## config.mk

```make
export PLATFORM = sky130hd
export DESIGN_NAME = prs_cell
export DESIGN_NICKNAME = d
export VERILOG_FILES = /design/src/rtl/prs_pkg.sv /design/src/rtl/prs_cell.sv
export SDC_FILE = /design/constraint.sdc
export NUM_CORES = 1
export LEC_CHECK = 0
export ABC_AREA = 0
export BUFFER_PORTS_ARGS = -buffer_cell sky130_fd_sc_hd__buf_2
export CORE_ASPECT_RATIO = 2
export CORE_MARGIN = 8
export CORE_UTILIZATION = 39
export CTS_BUF_LIST = sky130_fd_sc_hd__clkbuf_16
export DETAILED_ROUTE_END_ITERATION = 8
export PLACE_DENSITY_LB_ADDON = 0.25
export SETUP_SLACK_MARGIN = 0.5
export SLEW_MARGIN = 20
export SYNTH_ARGS = -nofsm -noshare
export SYNTH_HDL_FRONTEND = slang
export SYNTH_SLANG_ARGS = --single-unit
```

## constraint.sdc

```tcl
create_clock -name clk -period 0.8 [get_ports clk]
set_input_delay 0.12 -clock clk [delete_from_list [all_inputs] [get_ports clk]]
set_output_delay 0.12 -clock clk [all_outputs]
set_load 0.03 [all_outputs]
```

## src/rtl/prs_pkg.sv

```systemverilog
// PRESENT-128 package: S-boxes, permutation layers, key schedule step.
// No dependencies.
`default_nettype none
package prs_pkg;
	localparam int unsigned BlockW = 64;
	localparam int unsigned KeyW = 128;
	localparam int unsigned Rounds = 31;
	localparam int unsigned CtrW = 5;

	typedef logic [BlockW-1:0] block_t;
	typedef logic [KeyW-1:0] key_t;

	typedef enum logic [1:0] {
		REG_KEY_HIGH = 2'd0,
		REG_KEY_LOW  = 2'd1
	} reg_idx_t;

	localparam logic OP_ENCRYPT = 1'b0;
	localparam logic OP_DECRYPT = 1'b1;

	function automatic logic [3:0] sbox(input logic [3:0] x);
		logic [3:0] r;
		case (x)
			4'h0: r = 4'hC; 4'h1: r = 4'h5; 4'h2: r = 4'h6; 4'h3: r = 4'hB;
			4'h4: r = 4'h9; 4'h5: r = 4'h0; 4'h6: r = 4'hA; 4'h7: r = 4'hD;
			4'h8: r = 4'h3; 4'h9: r = 4'hE; 4'hA: r = 4'hF; 4'hB: r = 4'h8;
			4'hC: r = 4'h4; 4'hD: r = 4'h7; 4'hE: r = 4'h1; default: r = 4'h2;
		endcase
		return r;
	endfunction

	function automatic logic [3:0] sbox_inv(input logic [3:0] x);
		logic [3:0] r;
		case (x)
			4'h0: r = 4'h5; 4'h1: r = 4'hE; 4'h2: r = 4'hF; 4'h3: r = 4'h8;
			4'h4: r = 4'hC; 4'h5: r = 4'h1; 4'h6: r = 4'h2; 4'h7: r = 4'hD;
			4'h8: r = 4'hB; 4'h9: r = 4'h4; 4'hA: r = 4'h6; 4'hB: r = 4'h3;
			4'hC: r = 4'h0; 4'hD: r = 4'h7; 4'hE: r = 4'h9; default: r = 4'hA;
		endcase
		return r;
	endfunction

	function automatic int unsigned perm_pos(input int unsigned i);
		return (i == 63) ? 63 : (16 * i) % 63;
	endfunction

	function automatic block_t sub_layer(input block_t s, input logic inv);
		block_t r;
		for (int n = 0; n < 16; n++)
			r[4*n +: 4] = inv ? sbox_inv(s[4*n +: 4]) : sbox(s[4*n +: 4]);
		return r;
	endfunction

	function automatic block_t perm_layer(input block_t s);
		block_t r;
		for (int unsigned i = 0; i < 64; i++)
			r[perm_pos(i)] = s[i];
		return r;
	endfunction

	function automatic block_t perm_layer_inv(input block_t s);
		block_t r;
		for (int unsigned i = 0; i < 64; i++)
			r[i] = s[perm_pos(i)];
		return r;
	endfunction

	// forward key update with round counter ctr
	function automatic key_t key_next(input key_t k, input logic [CtrW-1:0] ctr);
		key_t r;
		r = {k[66:0], k[127:67]};
		r[127:124] = sbox(r[127:124]);
		r[123:120] = sbox(r[123:120]);
		r[66:62] = r[66:62] ^ ctr;
		return r;
	endfunction
endpackage
`default_nettype wire

```

## src/rtl/prs_cell.sv

```systemverilog
// Pipeline cell: encryption round or decrypt pass-through, plus key advance.
// Depends on prs_pkg.
`default_nettype none
module prs_cell #(
	parameter int unsigned RoundIdx = 0
) (
	input  wire logic clk,
	input  wire logic arst_n,
	input  wire logic en,
	input  wire logic valid_in,
	input  wire logic op_in,
	input  wire prs_pkg::block_t state_in,
	input  wire prs_pkg::key_t enc_key_in,
	output logic valid_q,
	output logic op_q,
	output prs_pkg::block_t state_q,
	output prs_pkg::key_t enc_key_q
);
	import prs_pkg::*;
	// key register advances one schedule step per cell in both directions;
	// decryption only passes its block along here
	localparam logic [CtrW-1:0] Ctr = CtrW'(RoundIdx + 1);
	block_t nxt;
	always_comb begin
		if (op_in == OP_ENCRYPT)
			nxt = perm_layer(sub_layer(state_in ^ enc_key_in[127:64], 1'b0));
		else
			nxt = state_in;
	end
	always_ff @(posedge clk or negedge arst_n) begin
		if (!arst_n) begin
			valid_q <= 1'b0;
		end else if (en) begin
			valid_q <= valid_in;
		end
	end
	always_ff @(posedge clk) begin
		if (en) begin
			op_q <= op_in;
			state_q <= nxt;
			enc_key_q <= key_next(enc_key_in, Ctr);
		end
	end
endmodule
`default_nettype wire

```

==> impl_metrics.ini <==
[status]
run_status = finished with violations
violations = hold timing, setup timing

[critical_path]
cp_data_arrival_time_ps = 1120
crit_type = register to output port
timing.critical_path.slowest_cell_delay_ps = 470
cp_data_required_time_ps = 680
timing.critical_path.max_delay_family = flip-flops
critical_path.n_buffers_inverters = 1
cp_max_fo = 1
timing.critical_path.from_type = register
critPathSlowestCell = sky130_fd_sc_hd__edfxtp_1
crit_path_end_kind = output port
worstPathCellList = buf_6

[floorplanning]
chipWidth_um = 130
core.rowCount = 84
die_y_um = 245
design.core.area_um2 = 26100
fp.dieArea_um2 = 31900
io_pins = 391
initial_utilization_pct = 39.2

[global_routing]
grt-ovfl-total = 0
grt_start_max_net_pins = 25
antenna_found_initial = 5
grt.total_usage_pct = 24.9
grt_first_pass_wirelength_um = 59100
grt_pass1_vias = 10227

[cts]
cts-root-buf = sky130_fd_sc_hd__clkbuf_16
ctsLongestPathBuffers = 2
clock-sinks = 194
tritoncts = yes
hold_buffers = 1
clkTransAtPathRegs_ps = 80
htree_num_levels = 4
numCtsBuffers = 17
clock_network_latency_to_the_later_pin_of_the_worst_skew_pair_ps = 460

[layout]
nNetsFinal = 1703
final_cell_count_no_fill = 1808
ff_latch_area_um2 = 5820
area.growth.synth_to_final_pct = 100
drive_above_1_share_pct = 69.5
fillers = 1391
fin_util_pct = 78.4
multi_input_area_um2 = 6200

[synthesis]
synthesis.nets = 1007
yosys_register_bits = 194
synth-async-reset-ratio_pct = 0.515
ys.flop_type = sky130_fd_sc_hd__edfxtp_1
mappedNetlistArea_um2 = 10200
synth_edf_count = 193
post_synth_main_area_contributors = sky130_fd_sc_hd__edfxtp_1 57%, sky130_fd_sc_hd__ha_1 7.1%, sky130_fd_sc_hd__mux4_2 3.5%
synthDominantCellAreaShare_pct = 56.7
yosysTopAreaCell = sky130_fd_sc_hd__edfxtp_1
yosys_warnings = 0
post_synth.cell_area_avg_um2 = 13.6
yosysSeqAreaShare_pct = 57.0
synth.distinct_cells = 49
synthCells = 752

[route]
drcViolationCount = 0
dr.first_iter.drc_count = 772
detail-route-antenna-nets = 0
detail_route.first_pass.iterations = 5
vias = 9541
wl_per_cell_um = 24.1
viasPerCell = 5.28
postRouteWirelength_um = 43600

[timing]
finalCritPeriodShare_pct = 155
setup_viol = 259
final_hold_viol_count = 120
finalSetupTns_ps = -78710
worst-slew-pin-transition_ps = 558
final.min_clock_period_ps = 1240
layout_setup_ws_ps = -440
timing.final.max_slew_violations = 0
maxSlewHeadroom_pct = 62.5
rsz0062_at_grt = yes
hold_slack_ps = -176
finClkSkew_ps = 0
max_freq_ghz = 0.806

[placement]
hpwlAfterDp_um = 26500
numPlacedInstances = 1685
place_worst_setup_slack_ps = -982
port_buffers = 390
globalplace.congestion = 0.830

[power]
clock_power_share_pct = 24.6
combinationalPowerShare_pct = 39.6
sequentialPowerShare_pct = 35.8
pwr_density_cell_nw_per_um2 = 1770
power.net_switching_mw = 12.3
ir_drop_uv = 1740
internal_power_mw = 23.8
p_leak_nw = 8.51
switching_share_pct = 34.1

[flow_run]
drv.max_cap_violation_count = 0

[min_path]
min_path_type = input port to register
## per-layer routing
metal  track usage, %  part of all wire [%]  up-vias
met4             11.1                   4.4        4
met5                0                 0.064        -
li1                 -                     -     4203
met3             6.09                   7.9      113
met1             25.6                    33     4725
met2             45.9                    55      496
## through the flow
step	hold WS [ps]	power (mW)	area (um^2)
floorplan	-176	18.7	11600
global placement	-104	22.7	15600
detailed placement	-105	23.0	15600
CTS	-194	34.8	19400
global route	-198	37.3	20400
finish	-176	36.2	20400
## power by group through the flow
stage	registers [mW]	logic, mW	clock network, mW
floorplan	14.9	3.83	0
global placement	12.8	9.92	0
detailed placement	12.8	10.2	0
CTS	12.9	13.0	8.91
global route	13.0	15.0	9.35
finish	12.9	14.3	8.90
## cells by family (layout without fill, tap and decap cells)
family / count (synthesis) / in the layout / synth area share, %
multiplexers: 71 / 71 / 9.37
buffers and inverters: 83 / 792 / 3.23
flip-flops: 194 / 194 / 57.0
AO/OA/AOI/OAI: 124 / 124 / 8.31
adder cells (fa/ha/maj): 58 / 58 / 7.11
other: 0 / 3 / 0
AND/OR/NAND/NOR: 131 / 131 / 5.87
XOR/XNOR: 91 / 91 / 9.13
## cells in the mapped netlist, drive strengths merged, types with 5 or more instances
library cell / instances
nor3: 8
a2111oi: 7
nand2: 53
mux4: 17
nand3: 12
xnor2: 47
clkbuf: 10
a221oi: 11
xor2: 44
o21ai: 45
nor2: 29
o211ai: 8
ha: 58
a21oi: 11
o31ai: 5
a31oi: 5
mux2: 24
nor2b: 11
edfxtp: 193
nand2b: 11
buf: 15
inv: 58
mux2i: 30
o221ai: 11
## flip-flops by register name, summed over array words and instances, names as in the netlist
name,cells
enc_key_q,128
op_q,1
state_q,64
valid_q,1
## cell usage in the layout (no fill, tap or decap), types with 13 or more instances in the layout
cell type                   instances
sky130_fd_sc_hd__inv_1             17
sky130_fd_sc_hd__xnor2_2           13
sky130_fd_sc_hd__nor2_1            23
sky130_fd_sc_hd__buf_12            29
sky130_fd_sc_hd__buf_4            197
sky130_fd_sc_hd__ha_4              46
sky130_fd_sc_hd__buf_8             49
sky130_fd_sc_hd__o21ai_1           18
sky130_fd_sc_hd__xnor2_4           20
sky130_fd_sc_hd__buf_2            122
sky130_fd_sc_hd__mux2_4            17
sky130_fd_sc_hd__nand2_1           52
sky130_fd_sc_hd__mux2i_1           26
sky130_fd_sc_hd__buf_6            285
sky130_fd_sc_hd__o21ai_2           13
sky130_fd_sc_hd__edfxtp_1         193
sky130_fd_sc_hd__inv_2             34
sky130_fd_sc_hd__mux4_2            17
sky130_fd_sc_hd__xnor2_1           14
sky130_fd_sc_hd__clkbuf_16         25
sky130_fd_sc_hd__o21ai_0           14
sky130_fd_sc_hd__xor2_4            29
## cell type report
type	instances	share of cell area (%)
clock buffer	17	2.08
multi-input combinational	475	30.3
tap	344	2.11
clock inverter	15	0.919
timing repair buffer	702	34.7
inverter	58	1.32
antenna	3	0.0367
sequential	194	28.5
## timing repair
action / in CTS / in global routing
cloned: 9 / 7
resized for setup: 697 / 154
buffers inserted: 43 / 28
pin swaps: 106 / 95
hold endpoints to repair: 125 / 122
endpoints found under the setup margin: 455 / 455
## worst paths after layout
path | start | end | slack, ps | depth (start not counted)
min in group asynchronous | arst_n | valid_q$_DFFE_PN0P_ | -40 | 2
max in group asynchronous | arst_n | valid_q$_DFFE_PN0P_ | 750 | 2
max reg2reg | valid_q$_DFFE_PN0P_ | valid_q$_DFFE_PN0P_ | 30 | 1
min | enc_key_in[13] | enc_key_q[74]$_DFFE_PP_ | -180 | 1
max | enc_key_q[111]$_DFFE_PP_ | enc_key_q[111] | -440 | 1
min reg2reg | valid_q$_DFFE_PN0P_ | valid_q$_DFFE_PN0P_ | 530 | 1
No activity file was read; power rests on OpenSTA's default activity.
